**config.mk**
```make
export PLATFORM = sky130hd
export DESIGN_NAME = beacon_body_ie_parser_top
export DESIGN_NICKNAME = d
export VERILOG_FILES = /design/src/hw/rtl/bbip_pkg.sv /design/src/hw/rtl/bbip_store.sv /design/src/hw/rtl/bbip_walker.sv /design/src/hw/rtl/bbip_emitter.sv /design/src/hw/rtl/beacon_body_ie_parser_top.sv
export SDC_FILE = /design/constraint.sdc
export NUM_CORES = 1
export LEC_CHECK = 0
export BUFFER_PORTS_ARGS = -buffer_cell sky130_fd_sc_hd__buf_2
export CAP_MARGIN = 25
export CORE_ASPECT_RATIO = 1.5
export CORE_MARGIN = 3
export CORE_UTILIZATION = 56
export DETAILED_ROUTE_END_ITERATION = 10
export PLACE_DENSITY = 0.73
export SYNTH_ARGS = -nofsm -noshare
export SYNTH_HDL_FRONTEND = slang
export SYNTH_SLANG_ARGS = --single-unit
```
**constraint.sdc**
```tcl
create_clock -name clk -period 4.9 [get_ports clk]
set_input_delay 0.49 -clock clk [delete_from_list [all_inputs] [get_ports clk]]
set_output_delay 0.49 -clock clk [all_outputs]
set_load 0.02 [all_outputs]
```
**src/hw/rtl/bbip_pkg.sv**
```systemverilog
package bbip_pkg;

  // Default sizing of the block.
  localparam int SSID_MAX_BYTES_DEF = 32;
  localparam int RATE_SLOTS_DEF     = 16;
  localparam int MIN_BODY_BYTES_DEF = 36;
  localparam int MAX_BODY_BYTES_DEF = 4095;

  // Result kinds carried on the output channel.
  localparam logic [1:0] KIND_SUMMARY = 2'd0;
  localparam logic [1:0] KIND_SSID    = 2'd1;
  localparam logic [1:0] KIND_RATE    = 2'd2;

  // Information element identifiers of interest.
  localparam logic [7:0] EID_SSID      = 8'd0;
  localparam logic [7:0] EID_RATES     = 8'd1;
  localparam logic [7:0] EID_HT        = 8'd45;
  localparam logic [7:0] EID_EXT_RATES = 8'd50;
  localparam logic [7:0] EID_VHT       = 8'd191;
  localparam logic [7:0] EID_EXT       = 8'd255;
  localparam logic [7:0] EXT_ID_HE     = 8'd35;

  // Width of the packed result data word.
  localparam int OUT_DATA_W = 120;

  // Per-frame summary handed from the element walker to the result emitter.
  typedef struct packed {
    logic        frame_ok;
    logic [63:0] timestamp;
    logic [15:0] beacon_interval;
    logic [15:0] capability;
    logic        has_ht;
    logic        has_vht;
    logic        has_he;
    logic        ssid_bank;
  } frame_sum_t;

endpackage

```
**src/hw/rtl/bbip_store.sv**
```systemverilog
module bbip_store
  import bbip_pkg::*;
#(
  parameter int SSID_MAX_BYTES = SSID_MAX_BYTES_DEF,
  parameter int RATE_SLOTS     = RATE_SLOTS_DEF,
  localparam int SAW = $clog2(2 * SSID_MAX_BYTES),
  localparam int RAW = (RATE_SLOTS > 1) ? $clog2(RATE_SLOTS) : 1
) (
  input  logic           clk,
  input  logic           ssid_we,
  input  logic [SAW-1:0] ssid_waddr,
  input  logic [7:0]     ssid_wdata,
  input  logic           rate_we,
  input  logic [RAW-1:0] rate_waddr,
  input  logic [6:0]     rate_wdata,
  input  logic           rd_en,
  input  logic [SAW-1:0] ssid_raddr,
  input  logic [RAW-1:0] rate_raddr,
  output logic [7:0]     ssid_rdata,
  output logic [6:0]     rate_rdata
);

  // Two SSID banks: one holds the committed name, the other the one being received.
  logic [7:0] ssid_mem [2*SSID_MAX_BYTES];
  logic [6:0] rate_mem [RATE_SLOTS];

  logic [7:0] ssid_rdata_r;
  logic [6:0] rate_rdata_r;

  // Write ports.
  always_ff @(posedge clk) begin
    if (ssid_we) begin
      ssid_mem[ssid_waddr] <= ssid_wdata;
    end
    if (rate_we) begin
      rate_mem[rate_waddr] <= rate_wdata;
    end
  end

  // Registered read ports; the data holds until the next read.
  always_ff @(posedge clk) begin
    if (rd_en) begin
      ssid_rdata_r <= ssid_mem[ssid_raddr];
      rate_rdata_r <= rate_mem[rate_raddr];
    end
  end

  assign ssid_rdata = ssid_rdata_r;
  assign rate_rdata = rate_rdata_r;

endmodule

```
**src/hw/rtl/bbip_walker.sv**
```systemverilog
module bbip_walker
  import bbip_pkg::*;
#(
  parameter int SSID_MAX_BYTES = SSID_MAX_BYTES_DEF,
  parameter int RATE_SLOTS     = RATE_SLOTS_DEF,
  parameter int MIN_BODY_BYTES = MIN_BODY_BYTES_DEF,
  parameter int MAX_BODY_BYTES = MAX_BODY_BYTES_DEF,
  localparam int SAW  = $clog2(2 * SSID_MAX_BYTES),
  localparam int RAW  = (RATE_SLOTS > 1) ? $clog2(RATE_SLOTS) : 1,
  localparam int SLW  = $clog2(SSID_MAX_BYTES + 1),
  localparam int RCW  = $clog2(RATE_SLOTS + 1)
) (
  input  logic           clk,
  input  logic           rst_n,
  input  logic           byte_en,
  input  logic [7:0]     data_byte,
  input  logic           frame_done,
  output frame_sum_t     sum,
  output logic [SLW-1:0] ssid_len,
  output logic [RCW-1:0] rate_cnt,
  output logic           ssid_we,
  output logic [SAW-1:0] ssid_waddr,
  output logic [7:0]     ssid_wdata,
  output logic           rate_we,
  output logic [RAW-1:0] rate_waddr,
  output logic [6:0]     rate_wdata
);

  localparam int CNTW = $clog2(MAX_BODY_BYTES + 1);

  localparam logic [1:0] PH_ID   = 2'd0;
  localparam logic [1:0] PH_LEN  = 2'd1;
  localparam logic [1:0] PH_DATA = 2'd2;

  localparam logic [8:0] SSID_MAX_L = 9'(SSID_MAX_BYTES);

  logic [CNTW-1:0] cnt_r, cnt_nxt;
  logic [63:0]     ts_r, ts_nxt;
  logic [31:0]     ic_r, ic_nxt;
  logic [1:0]      phase_r, phase_nxt;
  logic [7:0]      id_r, id_nxt;
  logic [7:0]      len_r, len_nxt;
  logic [7:0]      pos_r, pos_nxt;
  logic            bank_r, bank_nxt;
  logic [SLW-1:0]  slen_r, slen_nxt;
  logic [RCW-1:0]  rc_r, rc_nxt;
  logic [RCW-1:0]  rt_r, rt_nxt;
  logic [2:0]      flags_r, flags_nxt;
  logic            he_t_r, he_t_nxt;
  logic            fin;

  // Byte parser: fixed fields first, then the element walk.
  always_comb begin
    cnt_nxt    = cnt_r;
    ts_nxt     = ts_r;
    ic_nxt     = ic_r;
    phase_nxt  = phase_r;
    id_nxt     = id_r;
    len_nxt    = len_r;
    pos_nxt    = pos_r;
    bank_nxt   = bank_r;
    slen_nxt   = slen_r;
    rc_nxt     = rc_r;
    rt_nxt     = rt_r;
    flags_nxt  = flags_r;
    he_t_nxt   = he_t_r;
    fin        = 1'b0;
    ssid_we    = 1'b0;
    rate_we    = 1'b0;
    // Received SSID bytes go to the bank that is not committed.
    ssid_waddr = bank_r ? SAW'(pos_r) : SAW'(pos_r) + SAW'(SSID_MAX_BYTES);
    ssid_wdata = data_byte;
    rate_waddr = rt_r[RAW-1:0];
    rate_wdata = data_byte[6:0];

    if (frame_done) begin
      cnt_nxt   = '0;
      phase_nxt = PH_ID;
      id_nxt    = '0;
      len_nxt   = '0;
      pos_nxt   = '0;
      bank_nxt  = 1'b0;
      slen_nxt  = '0;
      rc_nxt    = '0;
      rt_nxt    = '0;
      flags_nxt = '0;
      he_t_nxt  = 1'b0;
    end else if (byte_en) begin
      if (cnt_r < CNTW'(8)) begin
        ts_nxt[{cnt_r[2:0], 3'b000} +: 8] = data_byte;
      end else if (cnt_r < CNTW'(12)) begin
        ic_nxt[{cnt_r[1:0], 3'b000} +: 8] = data_byte;
      end else begin
        unique case (phase_r)
          PH_ID: begin
            id_nxt    = data_byte;
            len_nxt   = '0;
            pos_nxt   = '0;
            rt_nxt    = rc_r;
            he_t_nxt  = 1'b0;
            phase_nxt = PH_LEN;
          end
          PH_LEN: begin
            len_nxt = data_byte;
            pos_nxt = '0;
            if (data_byte == 8'd0) begin
              fin = 1'b1;
            end else begin
              phase_nxt = PH_DATA;
            end
          end
          PH_DATA: begin
            if (id_r == EID_SSID && {1'b0, len_r} <= SSID_MAX_L &&
                {1'b0, pos_r} < SSID_MAX_L) begin
              ssid_we = 1'b1;
            end else if ((id_r == EID_RATES || id_r == EID_EXT_RATES) &&
                         rt_r < RCW'(RATE_SLOTS)) begin
              rate_we = 1'b1;
              rt_nxt  = rt_r + 1'b1;
            end else if (id_r == EID_EXT && pos_r == 8'd0 && data_byte == EXT_ID_HE) begin
              he_t_nxt = 1'b1;
            end
            pos_nxt = pos_r + 8'd1;
            fin     = (pos_nxt >= len_r);
          end
          default: begin
            phase_nxt = PH_ID;
          end
        endcase

        // A complete element commits its tentative effects.
        if (fin) begin
          phase_nxt = PH_ID;
          case (id_r) inside
            EID_SSID: begin
              if ({1'b0, len_nxt} <= SSID_MAX_L) begin
                bank_nxt = ~bank_r;
                slen_nxt = SLW'(len_nxt);
              end
            end
            EID_RATES, EID_EXT_RATES: begin
              rc_nxt = rt_nxt;
            end
            EID_HT: begin
              flags_nxt[0] = 1'b1;
            end
            EID_VHT: begin
              flags_nxt[1] = 1'b1;
            end
            EID_EXT: begin
              flags_nxt[2] = flags_r[2] | he_t_nxt;
            end
            default: begin
            end
          endcase
        end
      end

      // Byte counter saturates.
      if (cnt_r < CNTW'(MAX_BODY_BYTES)) begin
        cnt_nxt = cnt_r + 1'b1;
      end
    end
  end

  // Control state.
  always_ff @(posedge clk) begin
    if (!rst_n) begin
      cnt_r   <= '0;
      phase_r <= PH_ID;
      id_r    <= '0;
      len_r   <= '0;
      pos_r   <= '0;
      bank_r  <= 1'b0;
      slen_r  <= '0;
      rc_r    <= '0;
      rt_r    <= '0;
      flags_r <= '0;
      he_t_r  <= 1'b0;
    end else begin
      cnt_r   <= cnt_nxt;
      phase_r <= phase_nxt;
      id_r    <= id_nxt;
      len_r   <= len_nxt;
      pos_r   <= pos_nxt;
      bank_r  <= bank_nxt;
      slen_r  <= slen_nxt;
      rc_r    <= rc_nxt;
      rt_r    <= rt_nxt;
      flags_r <= flags_nxt;
      he_t_r  <= he_t_nxt;
    end
  end

  // Fixed fields: every byte is written before a frame can be reported as parsed.
  always_ff @(posedge clk) begin
    ts_r <= ts_nxt;
    ic_r <= ic_nxt;
  end

  assign sum.frame_ok        = (cnt_r >= CNTW'(MIN_BODY_BYTES));
  assign sum.timestamp       = ts_r;
  assign sum.beacon_interval = ic_r[15:0];
  assign sum.capability      = ic_r[31:16];
  assign sum.has_ht          = flags_r[0];
  assign sum.has_vht         = flags_r[1];
  assign sum.has_he          = flags_r[2];
  assign sum.ssid_bank       = bank_r;
  assign ssid_len            = slen_r;
  assign rate_cnt            = rc_r;

  // Committed rates never run ahead of the tentative count or past the slots.
  a_rate_order: assert property (@(posedge clk) disable iff (!rst_n)
    rc_r <= rt_r && rt_r <= RCW'(RATE_SLOTS))
    else $error("rate counts out of order");

  // The committed SSID length fits one bank.
  a_ssid_len: assert property (@(posedge clk) disable iff (!rst_n)
    slen_r <= SLW'(SSID_MAX_BYTES))
    else $error("SSID length exceeds bank size");

  // The end of a result run returns the walker to the start of a frame.
  a_clear: assert property (@(posedge clk) disable iff (!rst_n)
    frame_done |=> cnt_r == '0 && phase_r == PH_ID && rc_r == '0)
    else $error("frame state not cleared after run");

endmodule

```
**src/hw/rtl/bbip_emitter.sv**
```systemverilog
module bbip_emitter
  import bbip_pkg::*;
#(
  parameter int SSID_MAX_BYTES = SSID_MAX_BYTES_DEF,
  parameter int RATE_SLOTS     = RATE_SLOTS_DEF,
  localparam int SAW  = $clog2(2 * SSID_MAX_BYTES),
  localparam int RAW  = (RATE_SLOTS > 1) ? $clog2(RATE_SLOTS) : 1,
  localparam int SLW  = $clog2(SSID_MAX_BYTES + 1),
  localparam int RCW  = $clog2(RATE_SLOTS + 1)
) (
  input  logic                  clk,
  input  logic                  rst_n,
  input  logic                  start,
  output logic                  frame_done,
  output logic                  busy,
  input  frame_sum_t            sum,
  input  logic [SLW-1:0]        ssid_len,
  input  logic [RCW-1:0]        rate_cnt,
  output logic                  rd_en,
  output logic [SAW-1:0]        ssid_raddr,
  output logic [RAW-1:0]        rate_raddr,
  input  logic [7:0]            ssid_rdata,
  input  logic [6:0]            rate_rdata,
  output logic                  out_tvalid,
  input  logic                  out_tready,
  output logic [OUT_DATA_W-1:0] out_tdata,
  output logic                  out_tlast,
  output logic [1:0]            out_tuser
);

  localparam int CW = (SLW > RCW) ? SLW : RCW;

  localparam logic [2:0] P_IDLE  = 3'd0;
  localparam logic [2:0] P_SUM   = 3'd1;
  localparam logic [2:0] P_SSID  = 3'd2;
  localparam logic [2:0] P_RATE  = 3'd3;
  localparam logic [2:0] P_DRAIN = 3'd4;

  logic [2:0]    phase_r, phase_nxt;
  logic [CW-1:0] idx_r, idx_nxt;
  logic [CW-1:0] idx_inc;
  logic [CW-1:0] ssid_n;
  logic [CW-1:0] rate_n;
  logic          p_r;
  logic [1:0]    p_kind_r;
  logic          p_last_r;
  logic          load;
  logic          can_issue;
  logic          issue;
  logic [1:0]    iss_kind;
  logic          iss_last;

  logic          out_valid_r;
  logic [1:0]    out_kind_r;
  logic          out_last_r;
  logic [7:0]    out_value_r;
  logic          out_ok_r;
  logic [63:0]   out_ts_r;
  logic [15:0]   out_bi_r;
  logic [15:0]   out_cap_r;
  logic          out_ht_r;
  logic          out_vht_r;
  logic          out_he_r;
  logic [5:0]    out_slen_r;
  logic [4:0]    out_rcnt_r;

  assign ssid_n  = CW'(ssid_len);
  assign rate_n  = CW'(rate_cnt);
  assign idx_inc = idx_r + CW'(1);

  // The pending stage holds one item whose memory data is in the read register.
  assign load      = p_r && (!out_valid_r || out_tready);
  assign can_issue = !p_r || load;

  // Sequencer: summary, then SSID bytes, then rates.
  always_comb begin
    phase_nxt = phase_r;
    idx_nxt   = idx_r;
    issue     = 1'b0;
    iss_kind  = KIND_SUMMARY;
    iss_last  = 1'b0;
    unique case (phase_r)
      P_IDLE: begin
        if (start) begin
          phase_nxt = P_SUM;
        end
      end
      P_SUM: begin
        if (can_issue) begin
          issue   = 1'b1;
          idx_nxt = '0;
          if (!sum.frame_ok || (ssid_n == '0 && rate_n == '0)) begin
            iss_last  = 1'b1;
            phase_nxt = P_DRAIN;
          end else if (ssid_n != '0) begin
            phase_nxt = P_SSID;
          end else begin
            phase_nxt = P_RATE;
          end
        end
      end
      P_SSID: begin
        if (can_issue) begin
          issue    = 1'b1;
          iss_kind = KIND_SSID;
          if (idx_inc == ssid_n) begin
            idx_nxt = '0;
            if (rate_n == '0) begin
              iss_last  = 1'b1;
              phase_nxt = P_DRAIN;
            end else begin
              phase_nxt = P_RATE;
            end
          end else begin
            idx_nxt = idx_inc;
          end
        end
      end
      P_RATE: begin
        if (can_issue) begin
          issue    = 1'b1;
          iss_kind = KIND_RATE;
          if (idx_inc == rate_n) begin
            idx_nxt   = '0;
            iss_last  = 1'b1;
            phase_nxt = P_DRAIN;
          end else begin
            idx_nxt = idx_inc;
          end
        end
      end
      P_DRAIN: begin
        if (load && p_last_r) begin
          phase_nxt = P_IDLE;
        end
      end
      default: begin
        phase_nxt = P_IDLE;
      end
    endcase
  end

  // Memory reads for SSID and rate items; the committed SSID bank is selected.
  assign rd_en      = issue && (iss_kind != KIND_SUMMARY);
  assign ssid_raddr = sum.ssid_bank ? SAW'(SSID_MAX_BYTES) + SAW'(idx_r) : SAW'(idx_r);
  assign rate_raddr = idx_r[RAW-1:0];

  assign frame_done = load && p_last_r;
  assign busy       = (phase_r != P_IDLE);

  // Control state.
  always_ff @(posedge clk) begin
    if (!rst_n) begin
      phase_r     <= P_IDLE;
      idx_r       <= '0;
      p_r         <= 1'b0;
      out_valid_r <= 1'b0;
    end else begin
      phase_r <= phase_nxt;
      idx_r   <= idx_nxt;
      if (issue) begin
        p_r <= 1'b1;
      end else if (load) begin
        p_r <= 1'b0;
      end
      if (load) begin
        out_valid_r <= 1'b1;
      end else if (out_tready) begin
        out_valid_r <= 1'b0;
      end
    end
  end

  // Pending item tags.
  always_ff @(posedge clk) begin
    if (issue) begin
      p_kind_r <= iss_kind;
      p_last_r <= iss_last;
    end
  end

  // Output register; summary fields read as zero for a short body.
  always_ff @(posedge clk) begin
    if (load) begin
      out_kind_r <= p_kind_r;
      out_last_r <= p_last_r;
      case (p_kind_r)
        KIND_SSID: out_value_r <= ssid_rdata;
        KIND_RATE: out_value_r <= {1'b0, rate_rdata};
        default:   out_value_r <= 8'd0;
      endcase
      out_ok_r   <= sum.frame_ok;
      out_ts_r   <= sum.frame_ok ? sum.timestamp : 64'd0;
      out_bi_r   <= sum.frame_ok ? sum.beacon_interval : 16'd0;
      out_cap_r  <= sum.frame_ok ? sum.capability : 16'd0;
      out_ht_r   <= sum.frame_ok & sum.has_ht;
      out_vht_r  <= sum.frame_ok & sum.has_vht;
      out_he_r   <= sum.frame_ok & sum.has_he;
      out_slen_r <= sum.frame_ok ? 6'(ssid_len) : 6'd0;
      out_rcnt_r <= sum.frame_ok ? 5'(rate_cnt) : 5'd0;
    end
  end

  assign out_tvalid = out_valid_r;
  assign out_tlast  = out_last_r;
  assign out_tuser  = out_kind_r;
  assign out_tdata  = {1'b0, out_rcnt_r, out_slen_r, out_he_r, out_vht_r, out_ht_r,
                       out_cap_r, out_bi_r, out_ts_r, out_ok_r, out_value_r};

  // A new frame only starts a run when the previous one has finished.
  a_start_idle: assert property (@(posedge clk) disable iff (!rst_n)
    start |-> phase_r == P_IDLE)
    else $error("run started while busy");

  // A pending item is never overwritten before it moves to the output register.
  a_no_overwrite: assert property (@(posedge clk) disable iff (!rst_n)
    issue && p_r |-> load)
    else $error("pending item overwritten");

  // After the final transfer is loaded the sequencer is empty.
  a_done_empty: assert property (@(posedge clk) disable iff (!rst_n)
    frame_done |=> phase_r == P_IDLE && !p_r)
    else $error("sequencer not empty after run");

endmodule

```
**src/hw/rtl/beacon_body_ie_parser_top.sv**
```systemverilog
// Beacon frame body parser.
//
// The input channel takes the frame body one byte per transfer, starting at the
// timestamp; in_tlast marks the final byte. Each byte is absorbed as it is taken,
// so bytes stream in at one per cycle for the whole body.
// On the final byte the block produces a run on the output channel: one
// summary transfer, then one transfer per SSID byte, then one per rate
// (at most 1 + SSID_MAX_BYTES + RATE_SLOTS transfers). The summary passes through
// the sequencer, the pending stage and the output register; the following results
// come at one per cycle while the receiver is ready, as a two-entry issue/output
// pipeline hides the registered reads of the SSID and rate memories. out_tlast
// marks the last result. While a run is in progress in_tready is low; it returns
// as the final result enters the output register, so the next frame may start
// while that result still waits to be taken. A stalled receiver simply holds
// the output register and the run pauses. Reset clears all control state; the
// memories need no clearing since only committed entries are read.
module beacon_body_ie_parser_top
  import bbip_pkg::*;
#(
  parameter int SSID_MAX_BYTES = SSID_MAX_BYTES_DEF,
  parameter int RATE_SLOTS     = RATE_SLOTS_DEF,
  parameter int MIN_BODY_BYTES = MIN_BODY_BYTES_DEF,
  parameter int MAX_BODY_BYTES = MAX_BODY_BYTES_DEF
) (
  input  logic                  clk,
  input  logic                  rst_n,
  input  logic                  in_tvalid,
  output logic                  in_tready,
  input  logic [7:0]            in_tdata,   // [7:0] data_byte
  input  logic                  in_tlast,   // last_byte
  output logic                  out_tvalid,
  input  logic                  out_tready,
  // [7:0] item_value, [8] frame_ok, [72:9] timestamp, [88:73] beacon_interval,
  // [104:89] capability, [105] has_ht, [106] has_vht, [107] has_he,
  // [113:108] ssid_length, [118:114] rate_count, [119] zero
  output logic [OUT_DATA_W-1:0] out_tdata,
  output logic                  out_tlast,  // run_last
  output logic [1:0]            out_tuser   // [1:0] kind
);

  localparam int SAW = $clog2(2 * SSID_MAX_BYTES);
  localparam int RAW = (RATE_SLOTS > 1) ? $clog2(RATE_SLOTS) : 1;
  localparam int SLW = $clog2(SSID_MAX_BYTES + 1);
  localparam int RCW = $clog2(RATE_SLOTS + 1);

  logic           in_xfer;
  logic           start;
  logic           busy;
  logic           frame_done;
  frame_sum_t     sum;
  logic [SLW-1:0] ssid_len;
  logic [RCW-1:0] rate_cnt;
  logic           ssid_we;
  logic [SAW-1:0] ssid_waddr;
  logic [7:0]     ssid_wdata;
  logic           rate_we;
  logic [RAW-1:0] rate_waddr;
  logic [6:0]     rate_wdata;
  logic           rd_en;
  logic [SAW-1:0] ssid_raddr;
  logic [RAW-1:0] rate_raddr;
  logic [7:0]     ssid_rdata;
  logic [6:0]     rate_rdata;

  // Input transfers are taken whenever no result run is in progress.
  assign in_tready = !busy;
  assign in_xfer   = in_tvalid && in_tready;
  assign start     = in_xfer && in_tlast;

  bbip_walker #(
    .SSID_MAX_BYTES (SSID_MAX_BYTES),
    .RATE_SLOTS     (RATE_SLOTS),
    .MIN_BODY_BYTES (MIN_BODY_BYTES),
    .MAX_BODY_BYTES (MAX_BODY_BYTES)
  ) u_walker (
    .clk        (clk),
    .rst_n      (rst_n),
    .byte_en    (in_xfer),
    .data_byte  (in_tdata),
    .frame_done (frame_done),
    .sum        (sum),
    .ssid_len   (ssid_len),
    .rate_cnt   (rate_cnt),
    .ssid_we    (ssid_we),
    .ssid_waddr (ssid_waddr),
    .ssid_wdata (ssid_wdata),
    .rate_we    (rate_we),
    .rate_waddr (rate_waddr),
    .rate_wdata (rate_wdata)
  );

  bbip_store #(
    .SSID_MAX_BYTES (SSID_MAX_BYTES),
    .RATE_SLOTS     (RATE_SLOTS)
  ) u_store (
    .clk        (clk),
    .ssid_we    (ssid_we),
    .ssid_waddr (ssid_waddr),
    .ssid_wdata (ssid_wdata),
    .rate_we    (rate_we),
    .rate_waddr (rate_waddr),
    .rate_wdata (rate_wdata),
    .rd_en      (rd_en),
    .ssid_raddr (ssid_raddr),
    .rate_raddr (rate_raddr),
    .ssid_rdata (ssid_rdata),
    .rate_rdata (rate_rdata)
  );

  bbip_emitter #(
    .SSID_MAX_BYTES (SSID_MAX_BYTES),
    .RATE_SLOTS     (RATE_SLOTS)
  ) u_emitter (
    .clk        (clk),
    .rst_n      (rst_n),
    .start      (start),
    .frame_done (frame_done),
    .busy       (busy),
    .sum        (sum),
    .ssid_len   (ssid_len),
    .rate_cnt   (rate_cnt),
    .rd_en      (rd_en),
    .ssid_raddr (ssid_raddr),
    .rate_raddr (rate_raddr),
    .ssid_rdata (ssid_rdata),
    .rate_rdata (rate_rdata),
    .out_tvalid (out_tvalid),
    .out_tready (out_tready),
    .out_tdata  (out_tdata),
    .out_tlast  (out_tlast),
    .out_tuser  (out_tuser)
  );

endmodule

```
Yosys cells after proc, flatten, opt, wreduce, memory -nomap -nowiden
Memories as Yosys holds them, arrays and structs flattened. A register that Yosys moved wholly into a read port is not among the register bits.
Index checks and enable logic that the tools add are counted.
{"block": "totals", "output_inout_bits": 125, "ff_bits": 291, "mem_bits_rw": 624, "mem_count": 2, "inputBits": 13}
{"memory": "u_store.ssid_mem", "depth": 64, "word_bits": 8, "read_ports": 1, "rd_ports_with_merged_regs": 1, "wr": 1, "line_no": "bbip_store.sv:24", "text": "logic [7:0] ssid_mem [2*SSID_MAX_BYTES];"}
{"memory": "u_store.rate_mem", "depth": 16, "word_bits": 7, "read_ports": 1, "rd_ports_with_merged_regs": 1, "wr": 1, "line_no": "bbip_store.sv:25", "text": "logic [6:0] rate_mem [RATE_SLOTS];"}
{"block": "op_classes", "addsub": 8, "shifts": 4, "reduce_logical": 51, "order_cmp": 9, "eq_ne": 25, "muxes": 82, "bitwise": 13}
{"op": "$bwmux W64", "n": 1}
{"op": "$shift A8 B8 Y64 const A", "n": 1}
{"op": "$shiftx A8 B8 Y64", "n": 1}
{"op": "$pmux W8 S2", "n": 3}
{"op": "$mux W1", "n": 44}
{"op": "$mux W6", "n": 7}
{"op": "$bwmux W32", "n": 1}
{"op": "$mux W8", "n": 4}
{"op": "$shift A8 B7 Y32 const A", "n": 1}
{"op": "$shiftx A8 B7 Y32", "n": 1}
{"op": "$mux W3", "n": 9}
{"op": "$eq A8 B6 Y1 const B", "n": 3}
{"op": "$logic_not A8 Y1", "n": 3}
{"op": "$lt A12 B4 Y1 const B", "n": 2}
{"op": "$pmux W6 S3", "n": 1}
{"op": "$eq A8 B8 Y1 const B", "n": 2}
{"op": "$le A8 B6 Y1 const B", "n": 2}
{"op": "$reduce_and A4 Y1", "n": 4}
{"op": "$pmux W3 S5", "n": 1}
{"op": "$reduce_and A7 Y1", "n": 2}
{"op": "$add A12 B1 Y12 const B", "n": 1}
{"op": "$ge A12 B6 Y1 const B", "n": 1}
{"op": "$logic_not A6 Y1", "n": 2}
{"op": "$lt A12 B12 Y1 const B", "n": 1}
{"op": "47 further kinds", "n": 94}

Logic depth before layout (Yosys ltp)
{"block": "logic_depth", "depth_word": 12, "depth_mapped": 12}

By module
A second synthesis with hierarchy kept.
{"block": "unflattened", "cells_unflattened": 2206, "area_unflattened_um2": 37716.2}
{"module": "bbip_store", "cells_each": 1132, "area_each_um2": 24753.7, "instances": 1, "seq_area_each_um2": 19188.4}
{"module": "bbip_walker", "cells_each": 664, "area_each_um2": 7205.7, "instances": 1, "seq_area_each_um2": 4063.9}
{"module": "bbip_emitter", "cells_each": 407, "area_each_um2": 5738.0, "instances": 1, "seq_area_each_um2": 3973.8}
{"module": "beacon_body_ie_parser_top", "cells_each": 3, "area_each_um2": 18.8, "instances": 1, "seq_area_each_um2": 0.0}

Worst setup path before layout
No wires, ideal clock.
{"block": "synth_timing", "kind": "input to register", "from": "input port out_tready", "to": "register u_emitter.out_bi_r[0], enable pin", "setup_slack_ns": 1.002, "arrival_time_ns": 3.403, "path_stages": 2, "setup_time_ns": 0.495, "cell_sequence": "nand2b_1 -> and2_1"}
{"block": "synth_between", "elab_chain_cells": 2}
{"element": "start, declared", "line_no": "beacon_body_ie_parser_top.sv:32", "text": "input logic out_tready,"}
{"element": "$logic_or A1 B1 Y1", "line_no": "bbip_emitter.sv:72", "text": "assign load = p_r && (!out_valid_r || out_tready);"}
{"element": "$logic_and A1 B1 Y1", "line_no": "bbip_emitter.sv:72"}
{"element": "named net u_emitter.load", "line_no": "bbip_emitter.sv:47", "text": "logic load;"}
{"element": "end signal, assigned", "line_no": "bbip_emitter.sv:194", "text": "out_bi_r <= sum.frame_ok ? sum.beacon_interval : 16'd0;"}
{"element": "end, declared", "line_no": "bbip_emitter.sv:59", "text": "logic [15:0] out_bi_r;"}
The timed path passes the listed nets, and every way through them passes these cells.
A chain may end at the register's enable or synchronous reset.

Worst setup path in the final report
{"block": "layout_timing", "from": "register u_emitter.phase_r[0]", "to": "memory u_store.ssid_mem[27][1], enable pin"}
{"block": "layout_between", "elab_chain_cells": 7}
{"element": "start, declared", "line_no": "bbip_emitter.sv:39", "text": "logic [2:0] phase_r, phase_nxt;"}
{"element": "start signal, assigned", "line_no": "bbip_emitter.sv:159", "text": "phase_r <= phase_nxt;"}
{"element": "$reduce_bool A3 Y1", "line_no": "bbip_emitter.sv:149", "text": "assign busy = (phase_r != P_IDLE);"}
{"element": "$logic_not A1 Y1", "line_no": "beacon_body_ie_parser_top.sv:66", "text": "assign in_tready = !busy;"}
{"element": "$logic_and A1 B1 Y1", "line_no": "beacon_body_ie_parser_top.sv:67", "text": "assign in_xfer = in_tvalid && in_tready;"}
{"element": "$mux W1", "line_no": "bbip_walker.sv:88", "text": "end else if (byte_en) begin"}
{"element": "$mux W1", "line_no": "bbip_walker.sv:76", "text": "if (frame_done) begin"}
{"element": "$mux W1", "line_no": "bbip_store.sv:32", "text": "if (ssid_we) begin"}
{"element": "$mux W1 (implied by the code)", "line_no": "bbip_store.sv:33", "text": "ssid_mem[ssid_waddr] <= ssid_wdata;"}
{"element": "end, declared", "line_no": "bbip_store.sv:24"}
No other way between the ends.

==> qor.yml <==
placed_design:
  hpwl_um: 51730
  gp_congestion: 0.8556
  portBuffers: 136
clocking:
  cts-root-buf: "clkbuf_16"
  clkSlewWorstSetupHoldPaths_ps: 60
  numCtsBuffers: 81
  clk_path_buf_depth: 3
  cts_setup_buffers: 0
  tritoncts: "yes"
  htree_levels: 3
  cts_hold_buf: 0
  cts_num_sinks: 930
  cts_resized: 0
  insertion_delay_ps: 650
critical_path:
  slowest_stage: "nor2_1"
  critPathLaunch: "u_emitter.phase_r[0]"
  crit_buf_inv: 1
  cp_max_fo: 11
  critPathKind: "flip-flop to flip-flop"
  start_kind: "flip-flop"
  critPathArrivalTime_ps: 3880
  endpoint_kind: "flip-flop"
  critPathTopFamily: "simple AND/OR/NAND/NOR gates"
  slowest_delay_ps: 830
  cp_cell_sequence: "nor4b_1 -> buf_4 -> and4_1 -> nand4_1 -> nor2_1 -> nand3_1 -> nor2_1"
  worstReg2RegStart: "u_emitter.phase_r[0]"
  critPathMostFrequentCell: "nor2_1"
  required_ps: 5160
worst_hold_path:
  hold_path_class: "primary input to flip-flop"
  worstHoldStart: "rst_n"
cells_and_area:
  area_growth_pct: 11.89
  diodes: 0
  mostFrequentLayoutCells: "860 x edfxtp_1, 202 x and2_1, 195 x mux4_2"
  final_util_pct: 63.73
  final_nets: 2263
  layout_commonest_cell: "edfxtp_1"
  drive_above_1_share_pct: 22.99
synth:
  synth_area_per_cell_um2: 17.95
  yosys_warnings: 0
  synthSimpleGateAreaFrac_pct: 8.417
  ys_seq_area_share_pct: 73.49
  synth_xor_area_share_pct: 0.7228
  synth_nets: 2106
  synth_cell_types: 67
  muxShareOfSynthArea_pct: 12.38
  ys_ff_latch: 930
  synth_fa_ha_area_share_pct: 0.9795
  synth-edff-count: 860
  synth_top_flop_cell: "edfxtp_1"
  synth_top_family_by_area: "multiplexers"
  syn_area_um2: 37050
  async_flop_share_pct: 0
  synth_compound_area_share_pct: 2.486
  postSynthCellCount: 2064
sta:
  fin_crit_ps: 3618
  tns_ps: 0
  hold_viol_final: 0
  timing.final.crit_share_pct: 73.83
  rsz0062_at_grt: "no"
  relSlewSlack_pct: 31.95
  fmax_mhz: 276.4
  slew_violations: 0
  worst_pin_slew_ps: 1013
  finalSetupViolCount: 0
  finClkSkew_ps: 25.59
  fin_hold_ws_ps: 218.8
die:
  fp.dieArea_um2: 69340
  fp.dieW_um: 216.0
  io_pins: 138
  rows: 114
  die_y_um: 321.0
  fp.coreArea_um2: 65040
  start_util_pct: 56.96
routing:
  drc: 0
  wl_per_cell_um: 25.50
  via_count: 18970
  ant_nets: 0
  avgViaCountPerCell: 6.014
  first_iter_violations: 2037
  drt_first_pass_iters: 5
  routed_wl_um: 80440
grt:
  grt_max_degree: 101
  track_usage_pct: 23.67
  grt_pass1_vias: 19480
  grt_first_pass_wirelength_um: 121900
  grt_antenna_before_repair: 1
  grt-ovfl-total: 0
pwr:
  p_leak_nw: 13.21
  p_per_area_nw_per_um2: 393.3
  ir_drop_mv: 0.2549
run:
  drv_cap: 0
run_status:
  outcome: "complete, no violations"
==> synthesized netlist by cell type, types with 12 or more instances <==
cell | number | area share [%]
a211oi_1 | 25 | 0.51
a21oi_1 | 44 | 0.59
and2_1 | 203 | 3.4
and3_1 | 14 | 0.24
buf_1 | 13 | 0.13
buf_2 | 20 | 0.27
clkbuf_1 | 72 | 0.73
dfxtp_1 | 70 | 3.8
edfxtp_1 | 860 | 70
ha_1 | 29 | 0.98
inv_1 | 25 | 0.25
mux2i_1 | 17 | 0.46
mux4_2 | 195 | 12
nand2_1 | 67 | 0.68
nand2b_1 | 12 | 0.20
nand3_1 | 34 | 0.46
nor2_1 | 167 | 1.7
nor2b_1 | 15 | 0.25
nor3_1 | 21 | 0.28
o21ai_0 | 20 | 0.27
xnor2_1 | 21 | 0.50
==> power by group <==
part,switching (mW),total (mW),internal [mW]
clock,2.81,6.29,3.48
sequential,0.0915,9.01,8.91
combinational,0.733,1.01,0.273
total,3.64,16.3,12.7
==> metal layers <==
layer	wire length (µm)	GRT usage, %	vias up
li1	-	-	8337
met1	28550	28.42	9661
met2	43610	43.00	807
met3	4954	3.308	162
met4	3327	10.22	0
met5	0	0	-
==> registers in the layout, summed over array words and instances, names as in the netlist, 5 cells and up <==
register	count
u_walker.cnt_r	12
u_emitter.out_bi_r	16
u_store.rate_mem	112
u_walker.pos_r	8
u_walker.id_r	8
u_walker.ssid_len	6
u_emitter.out_value_r	8
u_emitter.idx_r	6
u_walker.rt_r	5
u_store.ssid_mem	512
u_store.ssid_rdata	8
u_emitter.out_rcnt_r	5
u_store.rate_rdata	7
u_walker.ic_r	32
u_emitter.out_cap_r	16
u_emitter.out_slen_r	6
u_walker.rate_cnt	5
u_walker.len_r	8
u_walker.ts_r	64
u_emitter.out_ts_r	64
==> kinds of logic after synthesis <==
logic type,Yosys count
xor+xnor,29
fa+ha+maj,29
compound gates,137
buf+inv,137
mux,214
simple gates,587
flops,930
other cells,1
==> per-stage QoR <==
stage / setup slack (ps) / std cells / cell area (µm²) / total power [mW]
after floorplan: 1002 / 2064 / 37050 / 9.781
after global placement: 1167 / 3000 / 38740 / 10.16
after detailed placement: 1254 / 3003 / 38770 / 10.19
after CTS: 1352 / 3149 / 41400 / 16.41
after global routing: 1082 / 3154 / 41450 / 16.83
final: 1282 / 3154 / 41450 / 16.30
==> path summary, 6_finish.rpt <==
path,end,slack (ps),cells after the start
max,u_store.ssid_mem[27][1],1280,7
min,u_emitter.out_tvalid,220,2
max reg2reg,u_store.ssid_mem[27][1],1280,7
min reg2reg,u_walker.flags_r[2],460,2
==> final cells by class <==
cell class	count	area, µm²
clock buffers	92	2088
clock inverters	54	543.0
fillers	4393	23590
inverters	26	97.59
multi-input cells	997	9278
flip-flops and latches	930	27240
well taps	870	1089
repair buffers	185	1117
No activity file was read; power rests on OpenSTA's default activity.
